### src/sv/wms_pkg.sv
// ----------------------------------------------------------------------------
// wms_pkg
// Shared types, codes and table defaults for the waypoint motion sequencer.
// ----------------------------------------------------------------------------
`default_nettype none

package wms_pkg;

    localparam int KIND_W   = 3;
    localparam int AMOUNT_W = 16;
    localparam int ENTRY_W  = KIND_W + AMOUNT_W;

    typedef enum logic [2:0] {
        CMD_NONE  = 3'd0,
        CMD_FWD   = 3'd1,
        CMD_BACK  = 3'd2,
        CMD_LEFT  = 3'd3,
        CMD_RIGHT = 3'd4,
        CMD_STOP  = 3'd5
    } motor_cmd_t;

    localparam logic [1:0] FUNC_STEP  = 2'd0;
    localparam logic [1:0] FUNC_WRITE = 2'd1;
    localparam logic [1:0] FUNC_RESET = 2'd2;

    localparam logic [2:0] KIND_STRAIGHT = 3'd0;
    localparam logic [2:0] KIND_BACK     = 3'd1;
    localparam logic [2:0] KIND_LEFT     = 3'd2;
    localparam logic [2:0] KIND_RIGHT    = 3'd3;

    localparam logic [1:0] CFG_TASK_COUNT   = 2'd0;
    localparam logic [1:0] CFG_PAUSE_TICKS  = 2'd1;
    localparam logic [1:0] CFG_MM_SCALE     = 2'd2;
    localparam logic [1:0] CFG_DEGREE_SCALE = 2'd3;

    localparam logic [3:0]  TASK_COUNT_RST   = 4'd5;
    localparam logic [15:0] PAUSE_TICKS_RST  = 16'd150;
    localparam logic [15:0] MM_SCALE_RST     = 16'd12516;
    localparam logic [15:0] DEGREE_SCALE_RST = 16'd8738;

    localparam logic [15:0] ROUND_HALF = 16'h8000;

    typedef struct packed {
        motor_cmd_t  motor_cmd;
        logic        finished;
        logic [2:0]  task_position;
        logic        running;
        logic        pausing;
    } result_t;

    function automatic logic [ENTRY_W-1:0] default_entry(input logic [7:0] idx);
        logic [ENTRY_W-1:0] e;
        case (idx)
            8'd0:    e = {KIND_STRAIGHT, 16'd425};
            8'd1:    e = {KIND_RIGHT,    16'd150};
            8'd2:    e = {KIND_STRAIGHT, 16'd250};
            8'd3:    e = {KIND_LEFT,     16'd45};
            8'd4:    e = {KIND_STRAIGHT, 16'd160};
            default: e = '0;
        endcase
        return e;
    endfunction

endpackage

`default_nettype wire

### src/sv/wms_ram.sv
// ----------------------------------------------------------------------------
// wms_ram
// Generic single-write, single-read RAM with a registered read port.
// ----------------------------------------------------------------------------
`default_nettype none

module wms_ram #(
    parameter int WIDTH = 8,
    parameter int DEPTH = 8,
    localparam int AW   = (DEPTH > 1) ? $clog2(DEPTH) : 1
) (
    input  wire logic                    clk,
    input  wire logic                    we,
    input  wire logic [AW-1:0]           waddr,
    input  wire logic [WIDTH-1:0]        wdata,
    input  wire logic [AW-1:0]           raddr,
    output logic      [WIDTH-1:0]        rdata
);

    logic [WIDTH-1:0] mem [DEPTH];

    always_ff @(posedge clk)
    begin
        if (we)
        begin
            mem[waddr] <= wdata;
        end
        rdata <= mem[raddr];
    end

endmodule

`default_nettype wire

### src/sv/wms_out_queue.sv
// ----------------------------------------------------------------------------
// wms_out_queue
// Two-entry result queue; decouples the step logic from result stalls.
// ----------------------------------------------------------------------------
`default_nettype none

module wms_out_queue
    import wms_pkg::*;
(
    input  wire logic    clk,
    input  wire logic    rst_n,
    input  wire logic    push,
    input  wire result_t push_data,
    output logic         full,
    output logic         valid,
    input  wire logic    stall,
    output result_t      head
);

    logic [1:0] cnt_reg;
    logic [1:0] cnt_next;
    result_t    head_reg;
    result_t    tail_reg;
    logic       pop;

    assign pop   = (cnt_reg != 2'd0) && !stall;
    assign full  = (cnt_reg == 2'd2);
    assign valid = (cnt_reg != 2'd0);
    assign head  = head_reg;

    always_comb
    begin
        cnt_next = cnt_reg;
        if (push && !pop)
        begin
            cnt_next = cnt_reg + 2'd1;
        end
        else if (pop && !push)
        begin
            cnt_next = cnt_reg - 2'd1;
        end
    end

    always_ff @(posedge clk or negedge rst_n)
    begin
        if (!rst_n)
        begin
            cnt_reg <= 2'd0;
        end
        else
        begin
            cnt_reg <= cnt_next;
        end
    end

    always_ff @(posedge clk)
    begin
        if (pop)
        begin
            if (cnt_reg == 2'd2)
            begin
                head_reg <= tail_reg;
            end
            else if (push)
            begin
                head_reg <= push_data;
            end
        end
        else if (push)
        begin
            if (cnt_reg == 2'd0)
            begin
                head_reg <= push_data;
            end
            else
            begin
                tail_reg <= push_data;
            end
        end
    end

endmodule

`default_nettype wire

### src/sv/waypoint_motion_sequencer_core.sv
// ----------------------------------------------------------------------------
// waypoint_motion_sequencer_core
// Runs a table of drive and turn tasks against wheel encoder counts.
//
//   channel  | direction | handshake                 | payload
//   ---------+-----------+---------------------------+---------------------------
//   step     | in        | step_valid / step_stall   | func, dist_*, tick_now, entry_*
//   result   | out       | result_valid/result_stall | motor_cmd, finished, status
//   cfg      | in        | cfg_valid / cfg_ready     | cfg_index, cfg_data
//
// One item per cycle while step_stall is low; each item is decided in the cycle
// it is accepted, from a task table entry registered out of RAM ahead of use at the next task index.
// Results land in a two-entry queue; step_stall rises only when it is full.
// Reset restores the default route through per-entry valid bits; no sweep.
// cfg_ready is always high.
// ----------------------------------------------------------------------------
`default_nettype none

module waypoint_motion_sequencer_core
    import wms_pkg::*;
#(
    parameter int MAX_TASKS = 8
) (
    input  wire logic        clk,
    input  wire logic        rst_n,

    input  wire logic        step_valid,
    output logic             step_stall,
    input  wire logic [1:0]  func,
    input  wire logic [31:0] dist_left,
    input  wire logic [31:0] dist_right,
    input  wire logic [31:0] tick_now,
    input  wire logic [2:0]  entry_index,
    input  wire logic [2:0]  entry_type,
    input  wire logic [15:0] entry_value,

    output logic             result_valid,
    input  wire logic        result_stall,
    output logic [2:0]       motor_cmd,
    output logic             finished,
    output logic [2:0]       task_position,
    output logic             running,
    output logic             pausing,

    input  wire logic        cfg_valid,
    output logic             cfg_ready,
    input  wire logic [1:0]  cfg_index,
    input  wire logic [15:0] cfg_data
);

    localparam int IDX_W = (MAX_TASKS > 1) ? $clog2(MAX_TASKS) : 1;
    localparam int CNT_W = $clog2(MAX_TASKS + 1);
    localparam int CW    = (CNT_W > 4) ? CNT_W : 4;
    localparam logic [CW-1:0] MAX_C = CW'(MAX_TASKS);

    logic [3:0]  task_count_reg;
    logic [15:0] pause_ticks_reg;
    logic [15:0] mm_scale_reg;
    logic [15:0] degree_scale_reg;

    logic [31:0]      goal_left_reg, goal_left_next;
    logic [31:0]      goal_right_reg, goal_right_next;
    logic [IDX_W-1:0] active_index_reg, active_index_next;
    logic             active_reg, active_next;
    logic             pause_reg, pause_next;
    logic [31:0]      pause_begin_reg, pause_begin_next;

    logic [MAX_TASKS-1:0] valid_reg;
    logic                 rd_valid_reg;
    logic                 byp_reg;
    logic [ENTRY_W-1:0]   byp_data_reg;

    logic               step_fire;
    logic               tbl_we;
    logic [IDX_W-1:0]   tbl_waddr;
    logic [ENTRY_W-1:0] tbl_wdata;
    logic [ENTRY_W-1:0] ram_q;
    logic [ENTRY_W-1:0] entry;
    logic [KIND_W-1:0]  kind;
    logic [AMOUNT_W-1:0] amount;

    logic [15:0] scale;
    logic [31:0] product;
    logic [31:0] rounded;
    logic [31:0] add;
    motor_cmd_t  begin_cmd;
    logic [31:0] begin_left;
    logic [31:0] begin_right;

    logic [CW-1:0] count_eff;
    logic [CW-1:0] idx_ext;
    logic [CW-1:0] idx_inc;
    logic [31:0]   elapsed;
    logic          kind_ok;

    motor_cmd_t cmd;
    logic       fin;
    result_t    res;
    result_t    head;
    logic       q_full;
    logic [IDX_W+2:0] pos_ext;

    assign cfg_ready  = 1'b1;
    assign step_stall = q_full;
    assign step_fire  = step_valid && !step_stall;

    always_ff @(posedge clk or negedge rst_n)
    begin
        if (!rst_n)
        begin
            task_count_reg   <= TASK_COUNT_RST;
            pause_ticks_reg  <= PAUSE_TICKS_RST;
            mm_scale_reg     <= MM_SCALE_RST;
            degree_scale_reg <= DEGREE_SCALE_RST;
        end
        else if (cfg_valid && cfg_ready)
        begin
            case (cfg_index)
                CFG_TASK_COUNT:   task_count_reg   <= cfg_data[3:0];
                CFG_PAUSE_TICKS:  pause_ticks_reg  <= cfg_data;
                CFG_MM_SCALE:     mm_scale_reg     <= cfg_data;
                CFG_DEGREE_SCALE: degree_scale_reg <= cfg_data;
                default:          ;
            endcase
        end
    end

    assign tbl_we    = step_fire && (func == FUNC_WRITE) && (32'(entry_index) < MAX_TASKS);
    assign tbl_waddr = IDX_W'(entry_index);
    assign tbl_wdata = {entry_type, entry_value};

    wms_ram #(
        .WIDTH (ENTRY_W),
        .DEPTH (MAX_TASKS)
    ) u_table (
        .clk   (clk),
        .we    (tbl_we),
        .waddr (tbl_waddr),
        .wdata (tbl_wdata),
        .raddr (active_index_next),
        .rdata (ram_q)
    );

    always_ff @(posedge clk or negedge rst_n)
    begin
        if (!rst_n)
        begin
            valid_reg    <= '0;
            rd_valid_reg <= 1'b0;
            byp_reg      <= 1'b0;
        end
        else
        begin
            if (tbl_we)
            begin
                valid_reg[tbl_waddr] <= 1'b1;
            end
            rd_valid_reg <= valid_reg[active_index_next];
            byp_reg      <= tbl_we && (tbl_waddr == active_index_next);
        end
    end

    always_ff @(posedge clk)
    begin
        byp_data_reg <= tbl_wdata;
    end

    always_comb
    begin
        if (byp_reg)
        begin
            entry = byp_data_reg;
        end
        else if (rd_valid_reg)
        begin
            entry = ram_q;
        end
        else
        begin
            entry = default_entry(8'(active_index_reg));
        end
    end

    assign kind    = entry[ENTRY_W-1 -: KIND_W];
    assign amount  = entry[AMOUNT_W-1:0];
    assign kind_ok = (kind <= KIND_RIGHT);

    assign scale   = kind[1] ? degree_scale_reg : mm_scale_reg;
    assign product = {16'd0, amount} * {16'd0, scale};
    assign rounded = product + {16'd0, ROUND_HALF};
    assign add     = {16'd0, rounded[31:16]};

    always_comb
    begin
        begin_left  = dist_left + add;
        begin_right = dist_right + add;
        case (kind)
            KIND_STRAIGHT: begin_cmd = CMD_FWD;
            KIND_BACK:     begin_cmd = CMD_BACK;
            KIND_LEFT:     begin_cmd = CMD_LEFT;
            KIND_RIGHT:    begin_cmd = CMD_RIGHT;
            default:
            begin
                begin_cmd   = CMD_STOP;
                begin_left  = 32'd0;
                begin_right = 32'd0;
            end
        endcase
    end

    assign count_eff = (CW'(task_count_reg) > MAX_C) ? MAX_C : CW'(task_count_reg);
    assign idx_ext   = CW'(active_index_reg);
    assign idx_inc   = idx_ext + CW'(1);
    assign elapsed   = tick_now - pause_begin_reg;

    always_comb
    begin
        goal_left_next    = goal_left_reg;
        goal_right_next   = goal_right_reg;
        active_index_next = active_index_reg;
        active_next       = active_reg;
        pause_next        = pause_reg;
        pause_begin_next  = pause_begin_reg;
        cmd               = CMD_NONE;
        fin               = 1'b0;
        if (step_fire)
        begin
            case (func)
                FUNC_RESET:
                begin
                    active_next       = 1'b0;
                    pause_next        = 1'b0;
                    active_index_next = '0;
                end
                FUNC_STEP:
                begin
                    if (pause_reg)
                    begin
                        if (elapsed >= {16'd0, pause_ticks_reg})
                        begin
                            pause_next      = 1'b0;
                            cmd             = begin_cmd;
                            goal_left_next  = begin_left;
                            goal_right_next = begin_right;
                        end
                    end
                    else if (!active_reg)
                    begin
                        if (count_eff == '0)
                        begin
                            cmd               = CMD_STOP;
                            fin               = 1'b1;
                            active_index_next = '0;
                        end
                        else
                        begin
                            active_next     = 1'b1;
                            cmd             = begin_cmd;
                            goal_left_next  = begin_left;
                            goal_right_next = begin_right;
                        end
                    end
                    else if (idx_ext >= count_eff)
                    begin
                        cmd               = CMD_STOP;
                        fin               = 1'b1;
                        active_next       = 1'b0;
                        pause_next        = 1'b0;
                        active_index_next = '0;
                    end
                    else if (kind_ok && ((dist_left >= goal_left_reg) ||
                                         (dist_right >= goal_right_reg)))
                    begin
                        cmd = CMD_STOP;
                        if (idx_inc >= count_eff)
                        begin
                            fin               = 1'b1;
                            active_next       = 1'b0;
                            pause_next        = 1'b0;
                            active_index_next = '0;
                        end
                        else
                        begin
                            active_index_next = IDX_W'(idx_inc);
                            pause_next        = 1'b1;
                            pause_begin_next  = tick_now;
                        end
                    end
                end
                default: ;
            endcase
        end
    end

    always_ff @(posedge clk or negedge rst_n)
    begin
        if (!rst_n)
        begin
            goal_left_reg    <= 32'd0;
            goal_right_reg   <= 32'd0;
            active_index_reg <= '0;
            active_reg       <= 1'b0;
            pause_reg        <= 1'b0;
            pause_begin_reg  <= 32'd0;
        end
        else
        begin
            goal_left_reg    <= goal_left_next;
            goal_right_reg   <= goal_right_next;
            active_index_reg <= active_index_next;
            active_reg       <= active_next;
            pause_reg        <= pause_next;
            pause_begin_reg  <= pause_begin_next;
        end
    end

    assign pos_ext = {3'd0, active_index_next};

    always_comb
    begin
        res.motor_cmd     = cmd;
        res.finished      = fin;
        res.task_position = active_next ? pos_ext[2:0] : 3'd0;
        res.running       = active_next;
        res.pausing       = pause_next;
    end

    wms_out_queue u_out_queue (
        .clk       (clk),
        .rst_n     (rst_n),
        .push      (step_fire),
        .push_data (res),
        .full      (q_full),
        .valid     (result_valid),
        .stall     (result_stall),
        .head      (head)
    );

    assign motor_cmd     = head.motor_cmd;
    assign finished      = head.finished;
    assign task_position = head.task_position;
    assign running       = head.running;
    assign pausing       = head.pausing;

endmodule

`default_nettype wire

### config.mk
export PLATFORM = sky130hd
export DESIGN_NAME = waypoint_motion_sequencer_core
export DESIGN_NICKNAME = d
export VERILOG_FILES = /design/src/sv/wms_pkg.sv /design/src/sv/wms_ram.sv /design/src/sv/wms_out_queue.sv /design/src/sv/waypoint_motion_sequencer_core.sv
export SDC_FILE = /design/constraint.sdc
export NUM_CORES = 1
export LEC_CHECK = 0
export BUFFER_PORTS_ARGS = -buffer_cell sky130_fd_sc_hd__buf_4
export CORE_MARGIN = 2
export CORE_UTILIZATION = 40
export CTS_CLUSTER_SIZE = 30
export DETAILED_ROUTE_END_ITERATION = 6
export PLACE_DENSITY = 0.62
export SKIP_CTS_REPAIR_TIMING = 1
export SLEW_MARGIN = 0
export SYNTH_ARGS = -nofsm -noshare
export SYNTH_HDL_FRONTEND = slang
export SYNTH_SLANG_ARGS = --single-unit
### constraint.sdc
create_clock -name clk -period 28.5 [get_ports clk]
set_input_delay 5.7 -clock clk [delete_from_list [all_inputs] [get_ports clk]]
set_output_delay 5.7 -clock clk [all_outputs]
set_load 0.05 [all_outputs]
==> run_results.csv, run 1 <==
group,metric,value,unit
synth,postSynthCellCount,2804,
synth,library_cell_with_the_largest_summed_area_after_synthesis,"sky130_fd_sc_hd__edfxtp_1",
clocking,clock_tree.buffer_depth,3,
synth,synth_top_area_share,0.175,
die,die_w,274,um
sta,achievable_frequency,84.6,MHz
sta,period_needed,11.82,ns
synth,synthArstFlopShare,0.442,
cells_and_area,mostFrequentLayoutCells,"sky130_fd_sc_hd__inv_1, sky130_fd_sc_hd__ha_1, sky130_fd_sc_hd__nand2_1",
cells_and_area,instances_no_fill,3948,
clocking,clkSinkCount,373,
synth,synthTopCellsByArea,"sky130_fd_sc_hd__edfxtp_1, sky130_fd_sc_hd__fa_1, sky130_fd_sc_hd__dfrtp_1",
synth,syn-cell-area,29200,um2
die,die_h,274,um
route,drt_iter0_drc,1172,
sta,relSlewSlack,0.147,
worst_setup_path,number_of_buffer_and_inverter_instances_along_the_worst_setup_path,5,
route,detail-route-antenna-nets,0,
route,detail_route.wl_per_cell,17.6,um
worst_setup_path,critPathTopFamily,"adder cells",
die,fp.dieArea,75200,um2
global_route,grt_start_max_net_pins,69,
route,drt_drc,0,
synth,synth_sequential_area_ratio,0.343,
global_route,antenna_found_initial,5,
worst_setup_path,cp_common_cell,"sky130_fd_sc_hd__fa_1",
clocking,cts_buffers,43,
die,rows,99,
worst_setup_path,critical_path_slowest_stage_cell,"sky130_fd_sc_hd__mux2i_1",
clocking,tritoncts,"built",
global_route,first_global_vias,20346,
run,cap_violations,0,
synth,netlist-cell-type-count,81,
sta,pins_over_slew_limit,0,
worst_setup_path,cp-end-kind,"flip-flop",
synth,postSynthNetCount,3415,
synth,post_synth.cell_area_avg,10.4,um2
worst_setup_path,worstPathMaxFanout,30,
global_route,globalRouteOverflowTotal,0,
worst_setup_path,required,28.94,ns
sta,setup_viol,0,
cells_and_area,fin_nets,3563,
die,top_level_ports,155,
worst_setup_path,crit_path_max_incr_delay,1.01,ns
sta,final-hold-violation-count,0,
synth,ff_latch_count_synth,373,
placed_design,placed_cells_incl_taps,3866,
min_path,type_of_the_worst_min_delay_path,"reg -> reg",
placed_design,gp_congestion,0.901,
die,start_util,0.402,
run_status,status,"completed",
synth,postSynth.topFlopCell,"sky130_fd_sc_hd__edfxtp_1",
die,placeableCoreArea,72600,um2
clocking,clk_transition_reported_paths,0.06,ns
placed_design,dpl.hpwl,52300,um
sta,worst_slew_pin_slew,1.27,ns
worst_setup_path,start_kind,"flip-flop",
route,route.detailed.vias_per_inst,5.15,
cells_and_area,regMostFlops,"u_table.mem",
clocking,htree_levels,2,
route,dr.pass1.iters,7,
synth,ys_warn_count,0,
worst_setup_path,arrival,12.27,ns
synth,synth_edf_count,170,
global_route,grt_util_all_layers,0.186,
cells_and_area,synthToLayoutAreaGrowth,12.9,%
cells_and_area,final_core_utilization,0.454,
sta,finClkSkew,0.0263,ns
clocking,clock_latency_on_the_worst_skew_pair,0.57,ns
sta,min_period_over_period,0.415,
global_route,global_route_wire_length_before_repair,110000,um
clocking,cts_root_buffer,"sky130_fd_sc_hd__clkbuf_16",
cells_and_area,mostFrequentLayoutCell,"sky130_fd_sc_hd__inv_1",
cells_and_area,layout-drive-gt1-share,0.160,
placed_design,buffer_ports.inserted,153,
route,routed-via-count,20345,
worst_setup_path,criticalPathCategory,"reg -> reg",
sta,rsz0062_at_grt,"false",
sta,setup_total_negative_slack,0,ns
route,routed_wl,69300,um
cells_and_area,largest_register_ff_count,152,
## cells in the mapped netlist, types with 16 or more instances
cell type                  number
sky130_fd_sc_hd__inv_1        396
sky130_fd_sc_hd__ha_1         272
sky130_fd_sc_hd__nand2_1      258
sky130_fd_sc_hd__nor2_1       233
sky130_fd_sc_hd__fa_1         196
sky130_fd_sc_hd__edfxtp_1     170
sky130_fd_sc_hd__dfrtp_1      149
sky130_fd_sc_hd__mux2i_1      137
sky130_fd_sc_hd__a21oi_1       98
sky130_fd_sc_hd__o21ai_0       98
sky130_fd_sc_hd__mux2_2        93
sky130_fd_sc_hd__mux2_4        59
sky130_fd_sc_hd__xor2_1        53
sky130_fd_sc_hd__xnor2_1       41
sky130_fd_sc_hd__dfxtp_1       38
sky130_fd_sc_hd__a21o_1        37
sky130_fd_sc_hd__clkbuf_1      37
sky130_fd_sc_hd__nand3_1       37
sky130_fd_sc_hd__nand2b_1      28
sky130_fd_sc_hd__nor3_1        28
sky130_fd_sc_hd__nand4_1       26
sky130_fd_sc_hd__a211oi_1      19
sky130_fd_sc_hd__nor2b_1       18
sky130_fd_sc_hd__dfstp_2       16
## stage by stage
stage / hold WS, ns / area, um2 / setup WS, ns
finish: 0.467 / 32900 / 16.68
global route: 0.489 / 32900 / 15.91
CTS: 0.468 / 32900 / 16.67
detailed placement: 0.453 / 31400 / 16.69
global placement: 0.454 / 31400 / 16.81
floorplan: 0.439 / 29200 / 17.89
## cells by family (layout without fill, tap and decap cells)
family | after synthesis | count (layout) | share of synthesized area
buf+inv | 476 | 658 | 0.0668
flops | 373 | 373 | 0.343
xor+xnor | 94 | 94 | 0.0282
other cells | 1 | 4 | 0.000128
fa+ha+maj | 468 | 468 | 0.251
compound gates | 387 | 387 | 0.0862
mux | 289 | 289 | 0.113
simple gates | 716 | 716 | 0.111
## per-layer routing
| metal | GRT usage | up-vias | routed length, um |
|---|---|---|---|
| li1 | - | 9801 | - |
| met1 | 0.251 | 10020 | 31100 |
| met2 | 0.309 | 424 | 32800 |
| met3 | 0.0276 | 96 | 3580 |
| met4 | 0.0538 | 4 | 1900 |
| met5 | 0 | - | 19 |
## cell type report
cell class,instances,area [um2]
Antenna cell,3,7.51
Clock buffer,56,1230
Clock inverter,23,345
Fill cell,6937,39600
Inverter,397,1490
Multi-Input combinational cell,1955,17300
Sequential cell,373,10000
Tap cell,959,1200
Timing Repair Buffer,182,1370
## worst paths after layout
kind	depth (start not counted)	to	startpoint	slack (ns)
hold reg to reg	1	valid_reg[2]	valid_reg[2]	0.47
min in group asynchronous	1	goal_left_reg[28]	rst_n	5.06
setup / recovery	40	goal_right_reg[31]	active_index_reg[1]	16.68
max in group asynchronous	3	pause_begin_reg[6]	rst_n	21.38
setup reg to reg	40	goal_right_reg[31]	active_index_reg[1]	16.68
hold / removal	1	valid_reg[2]	valid_reg[2]	0.47
Power of run 1 is not shown: default switching activity piles up to over one toggle a cycle in this logic, so the estimate is an artifact.
==> run 2, diff against run 1 <==
--- a/config.mk
+++ b/config.mk
@@ -5,12 +5,13 @@
 export SDC_FILE = /design/constraint.sdc
 export NUM_CORES = 1
 export LEC_CHECK = 0
+export ABC_AREA = 1
 export BUFFER_PORTS_ARGS = -buffer_cell sky130_fd_sc_hd__buf_4
 export CORE_MARGIN = 2
 export CORE_UTILIZATION = 40
 export CTS_CLUSTER_SIZE = 30
 export DETAILED_ROUTE_END_ITERATION = 6
-export PLACE_DENSITY = 0.62
+export PLACE_DENSITY = 0.64
 export SKIP_CTS_REPAIR_TIMING = 1
 export SLEW_MARGIN = 0
 export SYNTH_ARGS = -nofsm -noshare
==> constraint.sdc (replaced) <==
create_clock -name clk -period 10.49 [get_ports clk]
set_input_delay 2.098 -clock clk [delete_from_list [all_inputs] [get_ports clk]]
set_output_delay 2.098 -clock clk [all_outputs]
set_load 0.05 [all_outputs]
==> run 2 against run 1 <==
Effect of this change: first-iteration DRC count rose by 61%; maximum frequency increased by 22%; setup slack got worse by 16 ns; critical path depth rose by 5; core utilization is 0.26 points higher; area after synthesis up 3.5%; synthesized cell count grew 32%; non-clock buffer count up 17; final area increased by 3.3%; sequential share of layout area fell by 0.97 points; die area increased by 3.5%; clock skew decreased by 0.0044 ns; critical endpoint is now goal_right_reg[22]; largest cell class unchanged.
==> run_results.csv, run 2 <==
group,metric,value,unit
synth,synth_edf_count,170,
synth,post_synth.cell_area_avg,8.18,um2
sta,achievable_frequency,104,MHz
synth,postSynthCellCount,3696,
synth,library_cell_with_the_largest_summed_area_after_synthesis,"sky130_fd_sc_hd__edfxtp_1",
cells_and_area,regMostFlops,"u_table.mem",
clocking,htree_levels,2,
synth,synth_top_family_by_area,"adder cells",
clocking,clkSinkCount,373,
worst_setup_path,worst_setup_path_endpoint,"goal_right_reg[22]",
sta,period_needed,9.66,ns
global_route,grt_util_all_layers,0.213,
placed_design,gp_congestion,0.909,
die,rows,100,
placed_design,buffer_ports.inserted,153,
synth,synthMostInstantiatedCell,"sky130_fd_sc_hd__nand2_1",
route,routed_wl,82200,um
placed_design,dpl.hpwl,61900,um
worst_setup_path,critPathLaunch,"active_index_reg[1]",
cells_and_area,diodes,0,
sta,relSlewSlack,0.217,
worst_setup_path,start_kind,"flip-flop",
global_route,globalRouteOverflowTotal,0,
die,start_util,0.405,
die,die_w,279,um
worst_setup_path,rr_endpoint,"goal_right_reg[22]",
die,top_level_ports,155,
sta,final-hold-violation-count,0,
synth,postSynth.topFlopCell,"sky130_fd_sc_hd__edfxtp_1",
clocking,cts_root_buffer,"sky130_fd_sc_hd__clkbuf_16",
worst_setup_path,worstSetupPathDepth,45,
route,dr.pass1.iters,6,
sta,worst_slack_on_hold_paths,0.471,ns
cells_and_area,fin_nets,4457,
worst_setup_path,critical_path_slowest_stage_cell,"sky130_fd_sc_hd__fa_1",
sta,pins_over_slew_limit,0,
clocking,clk_transition_reported_paths,0.06,ns
synth,syn-cell-area,30200,um2
sta,rsz0062_at_grt,"true",
cells_and_area,layout-drive-gt1-share,0.107,
synth,synth_common_cells,"sky130_fd_sc_hd__nand2_1, sky130_fd_sc_hd__inv_1, sky130_fd_sc_hd__nand3_1, sky130_fd_sc_hd__ha_1, sky130_fd_sc_hd__nor2_1",
worst_setup_path,cp-end-kind,"flip-flop",
synth,synth_compound_area_frac,0.0793,
global_route,first_global_vias,24409,
die,die_h,279,um
route,drt_drc,0,
synth,synthTopCellsByArea,"sky130_fd_sc_hd__edfxtp_1, sky130_fd_sc_hd__fa_1, sky130_fd_sc_hd__dfrtp_1",
sta,setup_viol,0,
route,drt_iter0_drc,1892,
run,cap_violations,0,
worst_setup_path,number_of_buffer_and_inverter_instances_along_the_worst_setup_path,12,
clocking,cts_buffers,43,
route,detail-route-antenna-nets,0,
worst_setup_path,arrival,10.16,ns
synth,synthSimpleGateAreaFrac,0.222,
synth,synth_top_area_share,0.169,
run_status,status,"completed",
die,placeableCoreArea,74600,um2
worst_setup_path,critPathTopFamily,"adder cells",
route,detail_route.wl_per_cell,17.0,um
sta,setup_total_negative_slack,0,ns
worst_setup_path,worstPathMaxFanout,12,
global_route,global_route_wire_length_before_repair,132000,um
route,route.detailed.vias_per_inst,5.11,
worst_setup_path,required,10.99,ns
synth,synth_fa_ha_area_frac,0.242,
worst_setup_path,cp_common_cell,"sky130_fd_sc_hd__inv_1",
synth,synth_sequential_area_ratio,0.331,
clocking,tritoncts,"built",
sta,worst_slew_pin_slew,1.16,ns
cells_and_area,synthToLayoutAreaGrowth,12.6,%
die,fp.dieArea,77800,um2
synth,ff_latch_count_synth,373,
synth,postSynthNetCount,4307,
synth,netlist-cell-type-count,59,
sta,finClkSkew,0.0219,ns
min_path,type_of_the_worst_min_delay_path,"reg -> reg",
worst_setup_path,crit_path_max_incr_delay,0.58,ns
synth,synthArstFlopShare,0.442,
worst_setup_path,regToRegSetupSlack,0.83,ns
cells_and_area,largest_register_ff_count,152,
placed_design,detailedPlace.worstSlack,0.362,ns
global_route,grt_start_max_net_pins,93,
sta,finalWorstSetupSlack,0.831,ns
cells_and_area,mostFrequentLayoutCells,"sky130_fd_sc_hd__nand2_1, sky130_fd_sc_hd__inv_1, sky130_fd_sc_hd__nand3_1",
worst_setup_path,criticalPathCategory,"reg -> reg",
cells_and_area,mostFrequentLayoutCell,"sky130_fd_sc_hd__nand2_1",
global_route,antenna_found_initial,0,
clocking,clock_latency_on_the_worst_skew_pair,0.60,ns
clocking,clock_tree.buffer_depth,3,
cells_and_area,final_core_utilization,0.456,
worst_setup_path,worstRegToRegCells,45,
synth,ys_warn_count,0,
min_path,hp-start,"valid_reg[0]",
sta,min_period_over_period,0.921,
route,routed-via-count,24782,
synth,synth.area.mux_share,0.0119,
worst_setup_path,critical_path.reg2reg.startpoint,"active_index_reg[1]",
synth,synthXorXnorAreaFrac,0.0162,
## run 2: metrics by stage
stage | cells | instance area (um2)
detailed placement | 4758 | 32500
floorplan | 3696 | 30200
global placement | 4758 | 32500
finish | 4849 | 34000
CTS | 4837 | 33900
global route | 4849 | 34000
## run 2: worst min-delay path by stage
stage | to | slack, ns | depth (start not counted)
after floorplan | valid_reg[1] | 0.44 | 1
after global placement | valid_reg[2] | 0.45 | 1
after detailed placement | valid_reg[0] | 0.46 | 1
after CTS | valid_reg[0] | 0.47 | 1
after global routing | valid_reg[7] | 0.49 | 1
final | valid_reg[0] | 0.47 | 1
## run 2: worst reg2reg max path, delay by kind of cell, from the launching register on
family | cells | cell delay, ns
buffers and inverters | 12 | 1.49
XOR/XNOR | 1 | 0.29
flip-flops | 1 | 0.44
AO/OA/AOI/OAI | 9 | 1.71
AND/OR/NAND/NOR | 13 | 1.53
adder cells (fa/ha/maj) | 10 | 4.10
## run 2: logic make-up (layout without fill, tap and decap cells)
kind of cell | Yosys count | in the layout
flops | 373 | 373
fa+ha+maj | 468 | 468
buf+inv | 754 | 938
xor+xnor | 56 | 56
mux | 32 | 32
other cells | 1 | 1
compound gates | 434 | 434
simple gates | 1578 | 1578
## run 2: final cells by class
class / count / area [um2]
fillers: 7430 / 40500
multi-input cells: 2569 / 17400
flip-flops and latches: 373 / 10000
inverters: 660 / 2490
repair buffers: 199 / 1500
well taps: 969 / 1210
clock buffers: 60 / 1200
clock inverters: 19 / 253
## run 2: routing by layer
layer,routed length (um),vias up,track usage
met4,1690,0,0.0491
met2,38000,738,0.353
li1,-,12177,-
met3,4990,121,0.0323
met1,37600,11746,0.293
met5,0,-,0
Power of run 2 is left out for the same reason.
